File: src/rtl/core/distance_3d_newton_sqrt_macros.svh
// Assertion macros used by the distance block top level.
`ifndef DISTANCE_3D_NEWTON_SQRT_MACROS_SVH
`define DISTANCE_3D_NEWTON_SQRT_MACROS_SVH

// Checks that a condition implies a consequence on the same clock edge.
`define D3NS_ASSERT_NOW(label, ante, cons, msg) \
    label: assert property (@(posedge clk) disable iff (!rst_n) (ante) |-> (cons)) \
        else $error(msg);

// Checks that a condition implies a consequence on the following clock edge.
`define D3NS_ASSERT_NEXT(label, ante, cons, msg) \
    label: assert property (@(posedge clk) disable iff (!rst_n) (ante) |=> (cons)) \
        else $error(msg);

`endif

File: src/rtl/core/d3ns_pkg.sv
// Shared types and constants for the 3D distance block.
package d3ns_pkg;

    localparam int IN_W   = 24;
    localparam int DIST_W = 25;
    localparam int EXP_W  = 8;
    localparam int LZ_W   = 6;

    localparam logic [DIST_W-1:0] DIST_MAX = {DIST_W{1'b1}};

    typedef struct packed {
        logic                    valid;
        logic [LZ_W-1:0]         lz;
    } norm_ctl_t;

    typedef struct packed {
        logic                    valid;
        logic                    zero;
        logic signed [EXP_W-1:0] half_exp;
    } root_ctl_t;

endpackage

File: src/rtl/core/d3ns_norm_cell.sv
// One normalization cell: shifts out a fixed run of leading zeros.
module d3ns_norm_cell
    import d3ns_pkg::*;
#(
    parameter int SW    = 50,
    parameter int SHIFT = 1
)
(
    input  logic          clk,
    input  logic          rst_n,
    input  logic          en,
    input  norm_ctl_t     in_ctl,
    input  logic [SW-1:0] in_word,
    output norm_ctl_t     out_ctl,
    output logic [SW-1:0] out_word
);

    norm_ctl_t       ctl_next;
    logic            valid_reg;
    logic [LZ_W-1:0] lz_reg;
    logic [SW-1:0]   word_next, word_reg;

    always_comb
    begin
        ctl_next  = in_ctl;
        word_next = in_word;
        if (in_word[SW-1 -: SHIFT] == '0)
        begin
            word_next  = in_word << SHIFT;
            ctl_next.lz = in_ctl.lz + LZ_W'(SHIFT);
        end
    end

    always_ff @(posedge clk or negedge rst_n)
    begin
        if (!rst_n)
        begin
            valid_reg <= 1'b0;
        end
        else if (en)
        begin
            valid_reg <= ctl_next.valid;
        end
    end

    always_ff @(posedge clk)
    begin
        if (en)
        begin
            lz_reg   <= ctl_next.lz;
            word_reg <= word_next;
        end
    end

    assign out_ctl  = {valid_reg, lz_reg};
    assign out_word = word_reg;

endmodule

File: config.mk
export PLATFORM = sky130hd
export DESIGN_NAME = d3ns_norm_cell
export DESIGN_NICKNAME = d
export VERILOG_FILES = /design/src/rtl/core/distance_3d_newton_sqrt_macros.svh /design/src/rtl/core/d3ns_pkg.sv /design/src/rtl/core/d3ns_norm_cell.sv
export SDC_FILE = /design/constraint.sdc
export NUM_CORES = 1
export LEC_CHECK = 0
export ABC_AREA = 1
export ABC_CLOCK_PERIOD_IN_PS = 890
export BUFFER_PORTS_ARGS = -buffer_cell sky130_fd_sc_hd__buf_2
export CAP_MARGIN = 20
export CORE_MARGIN = 3
export CORE_UTILIZATION = 26
export CTS_BUF_LIST = sky130_fd_sc_hd__clkbuf_8
export CTS_CLUSTER_DIAMETER = 40
export DETAILED_ROUTE_END_ITERATION = 8
export REMOVE_ABC_BUFFERS = 1
export SETUP_SLACK_MARGIN = 0.02
export SLEW_MARGIN = 20
export SYNTH_ARGS = -nofsm -noshare
export SYNTH_HDL_FRONTEND = slang
export SYNTH_SLANG_ARGS = --single-unit
File: constraint.sdc
create_clock -name clk -period 0.89 [get_ports clk]
set_clock_uncertainty 0.1 [all_clocks]
set_input_delay 0.089 -clock clk [delete_from_list [all_inputs] [get_ports clk]]
set_output_delay 0.089 -clock clk [all_outputs]
set_load 0.005 [all_outputs]
After elaboration in Yosys (flattened, before gate mapping)
Index checks and enable logic that the tools add are counted.
{ "word_totals": {"reg_bits": 57, "output_inout_bits": 57, "word_cells": 8} }
{ "classes": {"addsub": 1, "mux": 2} }
{ "op_table": {"columns": ["operator", "n"], "rows": [
  ["49-bit two-way mux", 1],
  ["6-bit by 1-bit adder with 6-bit output, second input constant", 1],
  ["6-bit two-way mux", 1]
]} }

Depth between registers and ports, before layout
{ "depth": {"ltp_word": 2, "ltp_mapped": 7, "ltp_nobuf": 6} }

Worst setup path before layout
No wires, ideal clock.
{ "synth_timing": {"path_type": "input-to-reg", "startpoint": "in in_word[49]", "endpoint": "reg lz_reg[5] (data pin)", "t_arrival_ns": 0.555, "required_ns": 0.541, "slack_ns": -0.015, "cell_stages": 7, "cell_sequence": "buf_6 inv_6 nand2_2 nor2_4 nand3_1 nand2_1 inv_1"} }
{ "synth_rtl": {"columns": ["item", "line_no", "source"], "rows": [
  ["start: declaration", "d3ns_norm_cell.sv:13", "input logic [SW-1:0] in_word,"],
  ["end signal: assignment", "d3ns_norm_cell.sv:50", "lz_reg <= ctl_next.lz;"],
  ["end: declaration", "d3ns_norm_cell.sv:20", "logic [LZ_W-1:0] lz_reg;"]
]} }

Worst setup path after layout
{ "layout_timing": {"startpoint": "reg word_reg[16], in the netlist out_word[16]", "endpoint": "out out_word[16]"} }
{ "layout_rtl": {"columns": ["item", "line_no", "source"], "rows": [
  ["start: declaration", "d3ns_norm_cell.sv:21", "logic [SW-1:0] word_next, word_reg;"],
  ["start signal: assignment", "d3ns_norm_cell.sv:51", "word_reg <= word_next;"],
  ["end: declaration", "d3ns_norm_cell.sv:15", "output logic [SW-1:0] out_word"]
]} }
No word-level cell between the ends.

==> metrics.md <==
| Metric | Value |
|---|---|
| Status | `finished with violations` |
| Violations in the final reports | `hold timing, setup timing` |
| Sequential fraction of the synthesis area | `0.683` |
| Max reg flops | `50` |
| Worst slack, placed | `-0.176 ns` |
| Worst-path clk slew | `0.07 ns` |
| Fillers | `~960` |
| Tot GR Track Use | `0.127` |
| GRT overflow | `0` |
| Synth Warn # | `0` |
| Total die area | `approximately 11000 um^2` |
| EDFF count, synth | `56` |
| Crit path buf inv count | `1` |
| Register area | `~1700 um^2` |
| Dpl hpwl | `between 4 and 5 mm` |
| CTS tree | `yes` |
| Most frequent cells after synthesis | `nand2_1, edfxtp_1, inv_1, buf_2, buf_4` |
| Area leader, netlist | `edfxtp_1` |
| Crit path max fanout | `1` |
| # H-tree levels | `3` |
| Final net count | `approximately 450` |
| Initial DRC Count | `86` |
| Worst EP required | `around 0.7 ns` |
| Ant diodes | `0` |
| Core ar. | `roughly 9300 um^2` |
| Synth area leaders | `edfxtp_1, nand2_1, buf_4` |
| Synth cell types | `20` |
| Most frequent cell after synthesis | `nand2_1` |
| Number of global-route vias before repair | `~2200` |
| Initial antenna violation count | `0` |
| Worst Tran Pin Value | `~0.21 ns` |
| Area of the multi-input gates | `around 670 um^2` |
| First-pass GRT wire length | `roughly 11 mm` |
| Ys async rst share | `0.0175` |
| Final period utilization | `1.18` |
| DRC | `0` |
| Port bufs | `~120` |
| Clock Sinks | `57` |
| Worst setup path category | `reg2out` |
| DRT Wirelength | `6.47 mm` |
| CP max stage delay | `about 0.39 ns` |
| Critical Path AT | `0.86 ns` |
| Setup WS post-layout | `-0.158 ns` |
| Share of cells above drive strength 1 | `0.294` |
| Max-Cap Viols | `0` |
| Hold Path Class | `in2reg` |
| Most used DFF post-synth | `edfxtp_1` |
| IO Count | `about 120` |
| Post-CTS Setup Inserts | `0` |
| Max_slew headroom | `0.858` |
| Clock root cell | `clkbuf_8` |
| Die H | `roughly 100 um` |
| Vias per cell | `approximately 4` |
| Largest net degree at the start of global routing | `37` |
| Die X | `approximately 100 um` |
| Final setup violation count | `57` |
| Synth Instances | `between 200 and 250` |
| Initial core utilization | `0.269` |
| Row cnt | `35` |
| Pins over their slew limit | `0` |
| Count of final hold-check violations | `8` |
| Layout area overhead | `54.8%` |
| CP startpoint kind | `flop` |
| Routed via count | `about 2100` |
| Power per standard cell area | `1770 nW/um^2` |
| RePlAce Congestion | `0.722` |
| Drt first pass iters | `4` |
| Wire per inst | `around 12 um` |
| Yosys top cell area share | `0.673` |
| Synthesized flop and latch total | `57` |
| Hold_buf cts | `50` |
| Placed cells | `roughly 490` |
| Worst setup EP type | `primary output` |
| Tmin final | `approximately 1.0 ns` |
| Unrepaired setup endpoints after global routing | `true` |
| Setup TNS | `-6.88 ns` |
| Max stage delay cell, worst path | `edfxtp_1` |
| Clk Latency, worst-skew pair | `0.33 ns` |
| Mapped cell area | `approximately 2500 um^2` |
| CP delay by family, top | `flip-flops` |
| Post-DRT Antenna Nets | `0` |
| Clock Tree Buf Depth | `2` |
| Final hold slack | `-0.0616 ns` |
| CTS Buf Count | `9` |
| Cell Count, Final, Fillers Out | `520` |
| Crit path cell chain | `buf_2` |
| Static leakage | `roughly 0.0018 uW` |
| Achievable Freq | `954 MHz` |
| Worst VDD drop | `around 0.64 mV` |
| Synth Area per Inst | `a little over 10 um^2` |
## worst paths after layout
kind	startpoint	cells past startpoint	slack [ns]	endpoint
setup / recovery	out_word[16]	1	-0.16	out_word[16]
hold / removal	in_word[48]	2	-0.06	out_word[49]
setup reg to reg	valid_reg	1	0.05	valid_reg
hold reg to reg	valid_reg	1	0.41	valid_reg
max in group asynchronous	rst_n	3	0.09	valid_reg
min in group asynchronous	rst_n	3	0.50	valid_reg
## report_power, final
group / switching [uW] / leakage, uW / internal [uW] / total, uW
registers: 60.2 / 0.000558 / 3240 / 3300
logic: 470 / 0.00115 / 509 / 979
clock network: 1030 / 0.000102 / 1550 / 2570
## metal layers
metal	up-vias	track usage	routed length [um]
li1	1063	-	-
met1	947	0.148	2660
met2	69	0.219	3330
met3	9	0.0335	381
met4	0	0.0598	96
met5	-	0	0
## cells in the final DEF (no fill, tap or decap)
| cell type | n |
|---|---|
| nand2_1 | 145 |
| buf_2 | 81 |
| edfxtp_1 | 56 |
| dlygate4sd3_1 | 47 |
| inv_1 | 10 |
| buf_4 | 10 |
| clkbuf_8 | 9 |
| buf_12 | 6 |
| nor2_1 | 3 |
| o21ai_1 | 2 |
| xor2_1 | 2 |
| o21ai_0 | 2 |
| nand3_1 | 2 |
| clkinv_1 | 2 |
| clkinvlp_4 | 2 |
| bufinv_16 | 2 |
| inv_6 | 1 |
| nand4_1 | 1 |
| xnor2_1 | 1 |
| nand2_2 | 1 |
| nor2_4 | 1 |
| or2_2 | 1 |
| mux2_2 | 1 |
| ha_1 | 1 |
| dlymetal6s4s_1 | 1 |
| dfrtp_1 | 1 |
## cell type report
type / count / share of cell area
Sequential cell: 57 / 0.441
Timing Repair Buffer: 145 / 0.280
Multi-Input combinational cell: 163 / 0.172
Tap cell: 129 / 0.0417
Clock buffer: 9 / 0.0320
Clock inverter: 7 / 0.0223
Inverter: 10 / 0.0110
## what timing repair did
item	in CTS	in global routing
pin swaps	0	3
gates resized for setup	0	1
setup endpoints to repair	57	92
hold endpoints to repair	55	9
## through the flow
| stage | cell area (um^2) | utilization | total power, uW |
|---|---|---|---|
| 2_1_floorplan | 2410 | - | 3610 |
| 3_3_place_gp | 3350 | 0.361 | 4230 |
| 3_5_place_dp | 3350 | 0.361 | 4250 |
| 4_1_cts | 4060 | 0.438 | 7050 |
| 5_1_grt | 3870 | 0.417 | 7210 |
| 6_report | 3870 | 0.417 | 6850 |
## cells by family after synthesis
family	share of synthesized area
simple gates	0.238
flops	0.683
buf+inv	0.0511
compound gates	0.00801
xor+xnor	0.0105
mux	0.00450
fa+ha+maj	0.00500
No activity file was read; power rests on OpenSTA's default activity.
