==> config.mk <==
export PLATFORM = sky130hd
export DESIGN_NAME = d3ns_div_cell
export DESIGN_NICKNAME = d
export VERILOG_FILES = /design/src/rtl/core/distance_3d_newton_sqrt_macros.svh /design/src/rtl/core/d3ns_pkg.sv /design/src/rtl/core/d3ns_div_cell.sv
export SDC_FILE = /design/constraint.sdc
export NUM_CORES = 1
export LEC_CHECK = 0
export BUFFER_PORTS_ARGS = -buffer_cell sky130_fd_sc_hd__buf_2
export CELL_PAD_IN_SITES_DETAIL_PLACEMENT = 0
export CELL_PAD_IN_SITES_GLOBAL_PLACEMENT = 1
export CORE_ASPECT_RATIO = 1.25
export CORE_MARGIN = 2
export CORE_UTILIZATION = 34
export DETAILED_ROUTE_END_ITERATION = 6
export HOLD_SLACK_MARGIN = 0.1
export PLACE_DENSITY_LB_ADDON = 0.1
export SETUP_SLACK_MARGIN = 0.4
export SLEW_MARGIN = 20
export SYNTH_ARGS = -nofsm -noshare
export SYNTH_HDL_FRONTEND = slang
export SYNTH_SLANG_ARGS = --single-unit
==> constraint.sdc <==
create_clock -name clk -period 0.8 [get_ports clk]
set_input_delay 0.16 -clock clk [delete_from_list [all_inputs] [get_ports clk]]
set_output_delay 0.16 -clock clk [all_outputs]
set_load 0.005 [all_outputs]
==> src/rtl/core/distance_3d_newton_sqrt_macros.svh <==
// Assertion macros used by the distance block top level.
`ifndef DISTANCE_3D_NEWTON_SQRT_MACROS_SVH
`define DISTANCE_3D_NEWTON_SQRT_MACROS_SVH

// Checks that a condition implies a consequence on the same clock edge.
`define D3NS_ASSERT_NOW(label, ante, cons, msg) \
    label: assert property (@(posedge clk) disable iff (!rst_n) (ante) |-> (cons)) \
        else $error(msg);

// Checks that a condition implies a consequence on the following clock edge.
`define D3NS_ASSERT_NEXT(label, ante, cons, msg) \
    label: assert property (@(posedge clk) disable iff (!rst_n) (ante) |=> (cons)) \
        else $error(msg);

`endif

==> src/rtl/core/d3ns_pkg.sv <==
// Shared types and constants for the 3D distance block.
package d3ns_pkg;

    localparam int IN_W   = 24;
    localparam int DIST_W = 25;
    localparam int EXP_W  = 8;
    localparam int LZ_W   = 6;

    localparam logic [DIST_W-1:0] DIST_MAX = {DIST_W{1'b1}};

    typedef struct packed {
        logic                    valid;
        logic [LZ_W-1:0]         lz;
    } norm_ctl_t;

    typedef struct packed {
        logic                    valid;
        logic                    zero;
        logic signed [EXP_W-1:0] half_exp;
    } root_ctl_t;

endpackage

==> src/rtl/core/d3ns_div_cell.sv <==
// One restoring division cell; the cell for quotient bit zero also averages the iterate.
module d3ns_div_cell
    import d3ns_pkg::*;
#(
    parameter int F   = 32,
    parameter int BIT = 0
)
(
    input  logic         clk,
    input  logic         rst_n,
    input  logic         en,
    input  root_ctl_t    in_ctl,
    input  logic [F:0]   in_m,
    input  logic [F+1:0] in_a,
    input  logic [F+1:0] in_r,
    input  logic [F+1:0] in_q,
    output root_ctl_t    out_ctl,
    output logic [F:0]   out_m,
    output logic [F+1:0] out_a,
    output logic [F+1:0] out_r,
    output logic [F+1:0] out_q
);

    logic [F+1:0] r_cur;
    logic         nbit;
    logic [F+2:0] t;
    logic         ge;
    logic [F+1:0] r_next, q_next, a_next;
    logic [F+2:0] avg;
    logic                    valid_reg;
    logic                    zero_reg;
    logic signed [EXP_W-1:0] half_exp_reg;
    logic [F:0]   m_reg;
    logic [F+1:0] a_reg, r_reg, q_reg;

    generate
        if (BIT == F + 1)
        begin : g_first
            assign r_cur = (F+2)'(in_m >> 2);
        end
        else
        begin : g_rest
            assign r_cur = in_r;
        end
        if (BIT >= F)
        begin : g_mbit
            assign nbit = in_m[BIT-F];
        end
        else
        begin : g_zbit
            assign nbit = 1'b0;
        end
    endgenerate

    always_comb
    begin
        t      = {r_cur, nbit};
        ge     = (t >= {1'b0, in_a});
        r_next = ge ? (F+2)'(t - {1'b0, in_a}) : t[F+1:0];
        q_next = in_q;
        q_next[BIT] = ge;
        avg    = (F+3)'(in_a) + (F+3)'(q_next);
        a_next = (BIT == 0) ? avg[F+2:1] : in_a;
    end

    always_ff @(posedge clk or negedge rst_n)
    begin
        if (!rst_n)
        begin
            valid_reg <= 1'b0;
        end
        else if (en)
        begin
            valid_reg <= in_ctl.valid;
        end
    end

    always_ff @(posedge clk)
    begin
        if (en)
        begin
            zero_reg     <= in_ctl.zero;
            half_exp_reg <= in_ctl.half_exp;
            m_reg        <= in_m;
            a_reg        <= a_next;
            r_reg        <= r_next;
            q_reg        <= (BIT == 0) ? '0 : q_next;
        end
    end

    assign out_ctl = {valid_reg, zero_reg, half_exp_reg};
    assign out_m   = m_reg;
    assign out_a   = a_reg;
    assign out_r   = r_reg;
    assign out_q   = q_reg;

endmodule

Yosys cells after proc, flatten, opt, wreduce, memory -nomap -nowiden

Cells that the tools add are included.

Register bits after elaboration: 111
Input bits: 148
Word-level logic and storage cells: 11

Add/subtract/negate cells: 2
$lt $le $gt $ge: 1
Muxes and demuxes: 1

Operators with widths:

| operator                                     | number |
|---|---|
| adder 34 x 34 -> 35 bit                      | 1 |
| greater-or-equal comparator 35 x 34 -> 1 bit | 1 |
| two-way mux 34 bit                           | 1 |
| subtractor 34 bit                            | 1 |

Depth between registers and ports, before layout

Depth in word-level cells: 2
Gate-level depth with buffers: 21
Gate-level depth less buffers: 20

Worst setup path after synthesis

OpenSTA, ideal clock, no wires.

Kind: in2reg
Start: in in_a[29]
End: reg a_reg[23] (netlist: out_a[23]), data pin
Setup time: 0.262 ns
Arrival: 3.854 ns
Required time: 0.538 ns
Path slack: -3.315 ns
Cell stages on the path: 20
Path buffers: 1
Path through: inv_1 -> ha_1 -> nand4_1 -> or4_1 -> o41ai_2 -> a21oi_1 -> o211a_1 -> clkbuf_1 -> nor2_1 -> inv_1 -> fa_1 -> nor2b_1 -> o2111ai_1 -> a21boi_1 -> nand4_1 -> a31oi_1 -> and2_1 -> a41oi_1 -> o21ai_1 -> xor2_1

Cells in the longest elaborated chain, start to end: 2

Ends and longest elaborated chain:

| item                                         | RTL line            | text |
|---|---|---|
| start: declaration                           | d3ns_div_cell.sv:14 | `input logic [F+1:0] in_a,` |
| greater-or-equal comparator 35 x 34 -> 1 bit | d3ns_div_cell.sv:58 | `ge = (t >= {1'b0, in_a});` |
| adder 34 x 34 -> 35 bit                      | d3ns_div_cell.sv:62 | `avg = (F+3)'(in_a) + (F+3)'(q_next);` |
| net avg[24]                                  | d3ns_div_cell.sv:29 | `logic [F+2:0] avg;` |
| end signal: assignment                       | d3ns_div_cell.sv:85 | `a_reg <= a_next;` |
| end: declaration                             | d3ns_div_cell.sv:34 | `logic [F+1:0] a_reg, r_reg, q_reg;` |

The timed path passes the listed nets, and every way through them passes these cells.
A chain may end at the register's enable or synchronous reset.

Worst setup path after layout

Start: in in_a[29]
End: reg a_reg[20] (netlist: out_a[20]), data pin

The elaborated chain is that of the path after synthesis.

==> out/qor.tcl <==
set qor(die_area_um2) 23930
set qor(largest_buffer_count_on_any_clock_path) 2
set qor(final.period_utilization_pct) 497.7
set qor(start_util_pct) 34.64
set qor(worst-path-max-fanout) 4
set qor(ys_types) 62
set qor(synth_top_area_cell) {sky130_fd_sc_hd__edfxtp_1}
set qor(peak_supply_drop_uv) 982.8
set qor(kind_of_critical_path) {input port to register}
set qor(critical_path.max_stage_delay_ns) 0.57
set qor(critical_path.startpoint) {in_a[29]}
set qor(synth_area_per_cell_um2) 10.07
set qor(ctsHoldBuffers) 1
set qor(timing.hold.worst.class) {input port to register}
set qor(fin_nets) 1578
set qor(ys_seq_elements) 111
set qor(timing.final.hold_violations) 40
set qor(post_layout_utilization_of_the_core_pct) 62.92
set qor(achievable_clock_frequency_mhz) 251.1
set qor(cp-end-kind) {register}
set qor(synth-async-reset-ratio_pct) 0.9009
set qor(clock_skew_ns) 0
set qor(grt_met3_use_pct) 3.822
set qor(routed_wl_um) 29410
set qor(vias_per_cell) 4.844
set qor(yosys_warnings) 0
set qor(io-pin-count) 293
set qor(slew_viol_final) 0
set qor(rows) 61
set qor(power-per-cell-area_nw_per_um2) 1507
set qor(final.setup.tns_ns) -209.88
set qor(cp-start-kind) {input port}
set qor(crit_reg_reg_startpoint) {valid_reg}
set qor(crit_end) {out_a[20]}
set qor(status) {finished with violations}
set qor(finalInstanceArea_um2) 14020
set qor(timing.max_cap.violations) 0
set qor(final_layout_size_suffix_gt1_share_pct) 57.54
set qor(largest_net_degree_at_the_start_of_global_routing) 45
set qor(clock_latency_ns) 0.36
set qor(htree_num_levels) 3
set qor(critPathMostFrequentCell) {sky130_fd_sc_hd__buf_6}
set qor(groute.layer.met2.usage_pct) 42.36
set qor(grt_util_met1_pct) 26.57
set qor(hpwlAfterDp_um) 21470
set qor(first_global_vias) 7964
set qor(dieWidth_um) 138.8
set qor(synth-seq-area-share_pct) 43.11
set qor(timing.reg2reg.worst_path_depth) 1
set qor(leakagePower_uw) 0.006444
set qor(hp-start) {in_m[1]}
set qor(timing.critical_path.buf_inv) 16
set qor(arrival_ns) 4.07
set qor(path_depth) 26
set qor(detail_route.iter0.violations) 424
set qor(worst_path_max_delay_cell) {sky130_fd_sc_hd__or4_4}
set qor(numPortBuffers) 257
set qor(synth_area_leaders) {sky130_fd_sc_hd__edfxtp_1 (43%), sky130_fd_sc_hd__ha_1 (11%), sky130_fd_sc_hd__a21oi_1 (5.6%)}
set qor(vias) 8007
set qor(synth-edff-count) 110
set qor(post-route-drc-count) 0
set qor(global_route.peak_usage_layer) {met2}
set qor(grt_overflow_total) 0
set qor(drt_pass1_iterations) 5
set qor(max_slew_margin_pct) 50.78
set qor(violated_checks) {negative hold slack, negative setup slack}
set qor(layout-area-overhead-vs-synth_pct) 81.65
set qor(finalSetupViolations) 179
set qor(final_critical_path_setup_slack_ns) -3.182
set qor(area_post_placement_um2) 11500
set qor(clkSlewWorstSetupHoldPaths_ns) 0.08
set qor(route.antenna.remaining_nets) 0
set qor(track_usage_pct) 22.77
set qor(tritoncts) {yes}
set qor(gp_congestion) 0.9110
set qor(wire_length_of_the_first_global_routing_pass_um) 42180
set qor(timing.critical_path.required_ns) 0.89
set qor(worst_pin_slew_ns) 0.7306
set qor(cts_root_buffer) {sky130_fd_sc_hd__clkbuf_16}
set qor(synth_most_common_cell) {sky130_fd_sc_hd__edfxtp_1}
set qor(antenna_found_initial) 5
set qor(cts_buffers) 9
set qor(post_synth_instance_area_um2) 7720
set qor(clock_sinks) 111
set qor(routedWlPerCell_um) 17.79
set qor(rrSetupSlack_ns) 0.06
set qor(holdWs_ns) -0.03299
set qor(ys_dominant_reg_cell) {sky130_fd_sc_hd__edfxtp_1}
set qor(placement.setup.worst_slack_ns) -3.682
set qor(grt_setup_unrepaired) {true}
set qor(y_dimension_of_the_die_um) 172.5
set qor(ys_top_cells_by_count) {sky130_fd_sc_hd__edfxtp_1 (110), sky130_fd_sc_hd__a21oi_1 (87), sky130_fd_sc_hd__ha_1 (67), sky130_fd_sc_hd__nor2_1 (60), sky130_fd_sc_hd__inv_1 (59)}
set qor(core_um2) 22290
set qor(synthCells) 767
set qor(netlist.area_leader.share_pct) 42.79
set qor(final_worst_path_period_need_ns) 3.982
set qor(r2r_end) {valid_reg}
set qor(family_with_the_most_delay_on_the_worst_path) {buffers and inverters}
## stage by stage
stage,total power (uW),std cells
floorplan,11150,800
global placement,14630,1551
detailed placement,14650,1551
CTS,20570,1616
global route,22330,1653
finish,21140,1653
## worst min-delay path by stage
stage                           end  slack [ns]  cells after the start
after global placement    valid_reg       -0.06                      1
after floorplan           valid_reg       -0.14                      0
after CTS                 out_m[19]       -0.04                      1
after global routing      out_m[19]       -0.05                      1
after detailed placement  valid_reg       -0.06                      1
final                      out_m[1]       -0.03                      1
## routing by layer
metal	vias to the layer above	share of wire [%]
met1	3753	39
li1	3934	-
met4	2	3.3
met3	48	5.7
met2	270	52
met5	-	0.044
## cell usage in the layout, fill, tap and decap left out, drive strengths merged, types with 12 or more instances in the layout
cell | netlist | routed
buf | 42 | 589
edfxtp | 110 | 110
a21oi | 90 | 90
ha | 67 | 67
inv | 59 | 61
nor2 | 60 | 60
nand2 | 46 | 46
xnor2 | 42 | 42
o21ai | 39 | 39
conb | 1 | 34
a21o | 29 | 29
clkbuf | 7 | 19
o21bai | 16 | 16
xor2 | 15 | 15
nand4 | 13 | 13
nor3 | 12 | 12
## cell families after synthesis
kind of cell / after synthesis / synth area share, %
AOI/OAI and AO/OA: 234 / 19.58
xor gates and xnor gates: 57 / 6.467
adders and majority gates: 69 / 11.38
buffers and inverters: 108 / 7.099
DFF: 111 / 43.11
muxes: 7 / 1.053
other: 1 / 0.04858
and+or+nand+nor: 180 / 11.26
## cell type report
class | count | area [um^2]
Sequential cell | 111 | 3328
Timing Repair Buffer | 599 | 4763
Inverter | 59 | 254.0
Clock inverter | 6 | 67.56
Fill cell | 1923 | 8263
Multi-Input combinational cell | 581 | 5017
Antenna cell | 4 | 10.01
Tap cell | 283 | 354.1
Clock buffer | 10 | 229.0
## power by group
part / switching, uW / internal, uW
Clock: 2400 / 2210
Combinational: 4070 / 4900
Sequential: 200 / 7360
## repair_timing
item,4_1_cts,5_1_grt
resized for setup,191,95
gates cloned,5,13
hold endpoints to repair,44,45
pin swaps,61,46
setup endpoints to repair,290,290
buffers inserted,43,20
Power figures use the tool's default switching activity.
