## src/rtl/core/distance_3d_newton_sqrt_macros.svh

```systemverilog
// Assertion macros used by the distance block top level.
`ifndef DISTANCE_3D_NEWTON_SQRT_MACROS_SVH
`define DISTANCE_3D_NEWTON_SQRT_MACROS_SVH

// Checks that a condition implies a consequence on the same clock edge.
`define D3NS_ASSERT_NOW(label, ante, cons, msg) \
    label: assert property (@(posedge clk) disable iff (!rst_n) (ante) |-> (cons)) \
        else $error(msg);

// Checks that a condition implies a consequence on the following clock edge.
`define D3NS_ASSERT_NEXT(label, ante, cons, msg) \
    label: assert property (@(posedge clk) disable iff (!rst_n) (ante) |=> (cons)) \
        else $error(msg);

`endif

```

## src/rtl/core/d3ns_pkg.sv

```systemverilog
// Shared types and constants for the 3D distance block.
package d3ns_pkg;

    localparam int IN_W   = 24;
    localparam int DIST_W = 25;
    localparam int EXP_W  = 8;
    localparam int LZ_W   = 6;

    localparam logic [DIST_W-1:0] DIST_MAX = {DIST_W{1'b1}};

    typedef struct packed {
        logic                    valid;
        logic [LZ_W-1:0]         lz;
    } norm_ctl_t;

    typedef struct packed {
        logic                    valid;
        logic                    zero;
        logic signed [EXP_W-1:0] half_exp;
    } root_ctl_t;

endpackage

```

## src/rtl/core/d3ns_front.sv

```systemverilog
// Difference, square and sum stages that form the squared distance.
module d3ns_front
    import d3ns_pkg::*;
#(
    parameter int CW = 24
)
(
    input  logic                clk,
    input  logic                rst_n,
    input  logic                en,
    input  logic                in_valid,
    input  logic [IN_W-1:0]     ax,
    input  logic [IN_W-1:0]     ay,
    input  logic [IN_W-1:0]     az,
    input  logic [IN_W-1:0]     bx,
    input  logic [IN_W-1:0]     by,
    input  logic [IN_W-1:0]     bz,
    output logic                sum_valid,
    output logic [2*CW+1:0]     sum
);

    localparam int SW = 2*CW + 2;

    logic signed [CW:0] dx, dy, dz;
    logic [CW-1:0]      abs_x_next, abs_y_next, abs_z_next;
    logic [CW-1:0]      abs_x_reg, abs_y_reg, abs_z_reg;
    logic [2*CW-1:0]    sq_x_reg, sq_y_reg, sq_z_reg;
    logic [SW-1:0]      sum_next, sum_reg;
    logic               v1_reg, v2_reg, v3_reg;

    assign dx = $signed({ax[CW-1], ax[CW-1:0]}) - $signed({bx[CW-1], bx[CW-1:0]});
    assign dy = $signed({ay[CW-1], ay[CW-1:0]}) - $signed({by[CW-1], by[CW-1:0]});
    assign dz = $signed({az[CW-1], az[CW-1:0]}) - $signed({bz[CW-1], bz[CW-1:0]});

    always_comb
    begin
        abs_x_next = dx[CW] ? CW'(-dx) : dx[CW-1:0];
        abs_y_next = dy[CW] ? CW'(-dy) : dy[CW-1:0];
        abs_z_next = dz[CW] ? CW'(-dz) : dz[CW-1:0];
        sum_next   = SW'(sq_x_reg) + SW'(sq_y_reg) + SW'(sq_z_reg);
    end

    always_ff @(posedge clk or negedge rst_n)
    begin
        if (!rst_n)
        begin
            v1_reg <= 1'b0;
            v2_reg <= 1'b0;
            v3_reg <= 1'b0;
        end
        else if (en)
        begin
            v1_reg <= in_valid;
            v2_reg <= v1_reg;
            v3_reg <= v2_reg;
        end
    end

    always_ff @(posedge clk)
    begin
        if (en)
        begin
            abs_x_reg <= abs_x_next;
            abs_y_reg <= abs_y_next;
            abs_z_reg <= abs_z_next;
            sq_x_reg  <= abs_x_reg * abs_x_reg;
            sq_y_reg  <= abs_y_reg * abs_y_reg;
            sq_z_reg  <= abs_z_reg * abs_z_reg;
            sum_reg   <= sum_next;
        end
    end

    assign sum_valid = v3_reg;
    assign sum       = sum_reg;

endmodule

```

## config.mk

```make
export PLATFORM = sky130hd
export DESIGN_NAME = d3ns_front
export DESIGN_NICKNAME = d
export VERILOG_FILES = /design/src/rtl/core/distance_3d_newton_sqrt_macros.svh /design/src/rtl/core/d3ns_pkg.sv /design/src/rtl/core/d3ns_front.sv
export SDC_FILE = /design/constraint.sdc
export NUM_CORES = 2
export LEC_CHECK = 0
export ABC_AREA = 1
export BUFFER_PORTS_ARGS = -buffer_cell sky130_fd_sc_hd__buf_4
export CAP_MARGIN = 40
export CORE_ASPECT_RATIO = 0.75
export CORE_MARGIN = 4
export CORE_UTILIZATION = 45
export DETAILED_ROUTE_END_ITERATION = 7
export GPL_ROUTABILITY_DRIVEN = 0
export GPL_TIMING_DRIVEN = 0
export PLACE_DENSITY = 0.66
export SLEW_MARGIN = 15
export SYNTH_ARGS = -nofsm -noshare
export SYNTH_HDL_FRONTEND = slang
export SYNTH_SLANG_ARGS = --single-unit
```

## constraint.sdc

```tcl
create_clock -name clk -period 13.2 [get_ports clk]
set_input_delay 0.66 -clock clk [delete_from_list [all_inputs] [get_ports clk]]
set_output_delay 0.66 -clock clk [all_outputs]
set_load 0.05 [all_outputs]
```

After elaboration in Yosys (flattened, before gate mapping). Cells that the tools add are included.

Word-level logic and storage cells: 24. Bits of input ports: 148. Output and inout bits: 51. Flip-flop bits (word level): 269.

Multipliers: 3. Mux-type cells: 3. $add $sub $neg: 8.

Operators by type and width (count): multiplier 24 x 24 -> 48 bit (3); subtractor 24 x 24 -> 25 bit (3); two-way mux 24 bit (3); negator 24 bit (3); adder 49 x 48 -> 50 bit (1); adder 48 x 48 -> 49 bit (1).

Longest topological paths before layout.
Depth after elaboration: 3. Gate-level depth with buffers: 30. Gate-level depth less buffers: 29.

Worst setup path before layout. Ideal clock, no wire load.

Kind: reg2reg. From: register abs_z_reg[2]. To: register sq_z_reg[43] (data pin). Library setup time: 0.259 ns. Required time: 12.941 ns. Data arrival time: 6.218 ns. Path buffers: 1. Cell stages (with the launch flop): 29. Slack: 6.723 ns. Clock period less this slack: 6.477 ns. Cells stage by stage: edfxtp_1 -> clkbuf_1 -> nand2_1 -> fa_1 -> inv_1 -> fa_1 -> inv_1 -> fa_1 -> inv_1 -> fa_1 -> inv_1 -> fa_1 -> inv_1 -> fa_1 -> inv_1 -> fa_1 -> inv_1 -> ha_1 -> a21oi_1 -> inv_1 -> a21oi_1 -> nor2_1 -> nor2_1 -> nand2_1 -> a21oi_1 -> o21ai_0 -> nand3_1 -> nand2_1 -> xor2_1.

Cells in the longest elaborated chain, start to end: 1.

Ends and longest elaborated chain: start, declared (RTL line d3ns_front.sv:26) `logic [CW-1:0] abs_x_reg, abs_y_reg, abs_z_reg;`; start signal, assigned (RTL line d3ns_front.sv:65) `abs_z_reg <= abs_z_next;`; multiplier 24 x 24 -> 48 bit (RTL line d3ns_front.sv:68) `sq_z_reg <= abs_z_reg * abs_z_reg;`; end signal, assigned (RTL line d3ns_front.sv:68); end, declared (RTL line d3ns_front.sv:27) `logic [2*CW-1:0] sq_x_reg, sq_y_reg, sq_z_reg;`.

Every way passes these cells. A chain may end at the register's enable or synchronous reset.

Worst setup path in the final report.
From: register abs_x_reg[14]. To: register sq_x_reg[47] (data pin).

Cells in the longest elaborated chain, start to end: 1.

Ends and longest elaborated chain: start, declared (RTL line d3ns_front.sv:26); start signal, assigned (RTL line d3ns_front.sv:63) `abs_x_reg <= abs_x_next;`; multiplier 24 x 24 -> 48 bit (RTL line d3ns_front.sv:66) `sq_x_reg <= abs_x_reg * abs_x_reg;`; end signal, assigned (RTL line d3ns_front.sv:66); end, declared (RTL line d3ns_front.sv:27).

Every way passes these cells.

==> summary.md <==
| Metric | Value |
|---|---|
| Layout cell share with drive strength beyond 1 | `0.0447` |
| Req. time, crit path | `13.53 ns` |
| Crit. End Element | `register` |
| Commonest non-fill, non-tap cell in the layout | `inv_1` |
| Syn_area_per_cell | `8.31 um^2` |
| Vias in the first global route | `approximately 56,000` |
| CP max FO | `10` |
| Total gr overflow | `0` |
| Sum of negative setup slack | `0 ns` |
| WS Path Type | `register to register` |
| Clock buffer depth | `3` |
| Nets | `10,600` |
| Final Max Slew Viols | `0` |
| Area share of and/or/nand/nor cells after synthesis | `0.139` |
| Root Driver | `clkbuf_16` |
| Largest family of logic cells by synthesized area | `adder cells` |
| Max cap viols | `0` |
| Slew headroom | `0.360` |
| Synth Area in Adders | `0.505` |
| Most common flop cell mapped by yosys | `edfxtp_1` |
| Hold Path Class | `input port to register` |
| Mux contribution to synthesized area | `0.000165` |
| RSZ-0062 raised after global routing | `no` |
| Die Height | `~350 um` |
| Wire per inst | `18.6 um` |
| Most frequent cells in the layout | `2,542 x inv_1, 1,646 x nand2_1, 1,318 x fa_1` |
| CTS Sinks | `266` |
| Compound-Gate Fraction of Synth Area | `0.0536` |
| Seq/Total Area, Yosys | `0.117` |
| # setup viols final | `0` |
| CTS tree | `yes` |
| Yosys warns | `0` |
| Outcome | `completed` |
| P&R area growth vs syn | `8.07%` |
| Largest net degree at the start of global routing | `112` |
| Htree depth | `2` |
| Starting Density | `0.454` |
| Port bufs | `198` |
| CP Launch Type | `register` |
| Xor and xnor area share after synthesis | `0.0355` |
| Share of synthesized flip-flops with an asynchronous set or reset | `0.0113` |
| Vias per Instance | `approximately 5.1` |
| Synth Cell Area | `0.0683 mm^2` |
| Clk slew on worst S/H paths | `about 0.060 ns` |
| Max reg flops | `50` |
| All-Layer GR Usage | `0.249` |
| First-pass GRT wire length | `308 mm` |
| Post-Synthesis Cells | `about 8,000` |
| Cts bufs inserted | `34` |
| Pre-antenna DRT Iters | `6` |
| Die W | `around 460 um` |
| Non-Filler Instances | `10,500` |
| Post-CTS Setup Bufs | `0` |
| Post-CTS sizing | `0` |
| Ant. Diodes | `0` |
| F_max | `119 MHz` |
| Number of I/O pins | `199` |
| Period utilization | `0.634` |
| Worst-skew pair later-pin latency | `0.59 ns` |
| Total number of vias | `53,900` |
| Final wirelength | `between 150 and 200 mm` |
| Hold Vio Cnt, Final | `0` |
| Minimum clock period | `8.37 ns` |
| Yosys cell types | `62` |
| DRC Markers | `0` |
| Arr. time, crit path | `8.70 ns` |
| Worst slew pin tran | `around 0.96 ns` |
| Core ar. | `0.150 mm^2` |
| Worst hold slack | `0.323 ns` |
| Detailed Place HPWL | `around 170 mm` |
| Row count | `123` |
| Drt initial violations | `5,061` |
| Post-synth EDFFs | `263` |
| Post-placement cell count | `about 10,000` |
| Clk_skew | `0.0308 ns` |
| Die area | `approximately 0.16 mm^2` |
| Initial antenna violation count | `3` |
| Post-synthesis register bit count | `around 270` |
| Final ANT Viol Nets | `0` |
==> final cells by class <==
type | instances | area (um^2)
inverters | 2554 | 9590
multi-input cells | 5240 | 50100
fillers | 14200 | 76600
clock inverters | 21 | 289
plain buffers | 155 | 613
clock buffers | 39 | 891
repair buffers | 223 | 1820
well taps | 2000 | 2500
flip-flops and latches | 266 | 7970
==> cell usage after synthesis (6+ instances only) <==
cell / n / area, um^2
inv_1: 2542 / 9540
nand2_1: 1646 / 6180
fa_1: 1318 / 26400
ha_1: 647 / 8100
nor2_1: 373 / 1400
a21oi_1: 311 / 1560
edfxtp_1: 263 / 7900
o21ai_0: 166 / 831
xor2_1: 166 / 1450
clkbuf_1: 147 / 552
nand3_1: 144 / 721
xnor2_1: 102 / 893
a31oi_1: 48 / 300
nand4_1: 46 / 288
o21a_1: 28 / 210
nor3_1: 26 / 130
nand3b_1: 23 / 173
nand2_2: 21 / 131
nor4_1: 21 / 131
o21bai_1: 21 / 158
a21o_1: 17 / 128
nor2_2: 16 / 100
o21ai_1: 16 / 80.1
inv_2: 12 / 45.0
a21oi_2: 9 / 78.8
nand3_2: 7 / 70.1
o211ai_1: 7 / 52.6
o21ai_2: 6 / 52.6
or2_2: 6 / 37.5
==> worst max-delay path, stage by stage (launching register included) <==
cell      delay (ns)
edfxtp_1        0.77
clkbuf_1        0.75
nand2_1         0.26
fa_1            0.60
inv_1           0.05
fa_1            0.52
inv_1           0.05
fa_1            0.52
inv_1           0.06
fa_1            0.49
inv_1           0.05
fa_1            0.53
inv_1           0.05
fa_1            0.47
inv_1           0.06
fa_1            0.48
inv_1           0.05
ha_1            0.41
nand2_1         0.14
nor2_1          0.15
inv_1           0.05
nor2_1          0.15
inv_1           0.06
nor4_1          0.65
nand3_1         0.16
nand4_1         0.28
a21oi_1         0.12
xor2_1          0.15
==> path summary, 6_finish.rpt <==
path | start | endpoint | slack [ns] | cells past startpoint
setup / recovery | abs_x_reg[14] | sq_x_reg[47] | 4.83 | 27
hold / removal | in_valid | v1_reg | 0.32 | 3
setup reg to reg | abs_x_reg[14] | sq_x_reg[47] | 4.83 | 27
hold reg to reg | sum_valid | sum_valid | 0.52 | 1
max in group asynchronous | rst_n | v1_reg | 12.67 | 2
min in group asynchronous | rst_n | v2_reg | 0.44 | 2
==> routing by layer <==
metal | GRT usage | up-vias | share of wire
li1 | - | 24600 | -
met2 | 0.360 | 2615 | 0.41
met4 | 0.0751 | 0 | 0.034
met1 | 0.360 | 26300 | 0.43
met5 | 0 | - | 0
met3 | 0.0752 | 323 | 0.12
==> logic make-up after synthesis <==
family | count (synthesis)
buf+inv | 2709
simple gates | 2345
fa+ha+maj | 1965
compound gates | 654
xor+xnor | 272
flops | 266
other cells | 1
mux | 1
==> timing repair <==
action | in CTS | in global routing
hold buffers | 1 | 0
endpoints found under the hold margin | 3 | 0
setup endpoints to repair | 0 | 0
==> per-stage QoR <==
stage	util	instance area [um^2]	setup slack (ns)
after global routing	0.491	73800	4.68
after floorplan	-	68300	6.72
after detailed placement	0.482	72400	5.13
after CTS	0.490	73600	5.14
final	0.491	73800	4.83
after global placement	0.481	72300	5.14
Power is not shown: default switching activity piles up to over one toggle a cycle in this logic, so the estimate is an artifact.
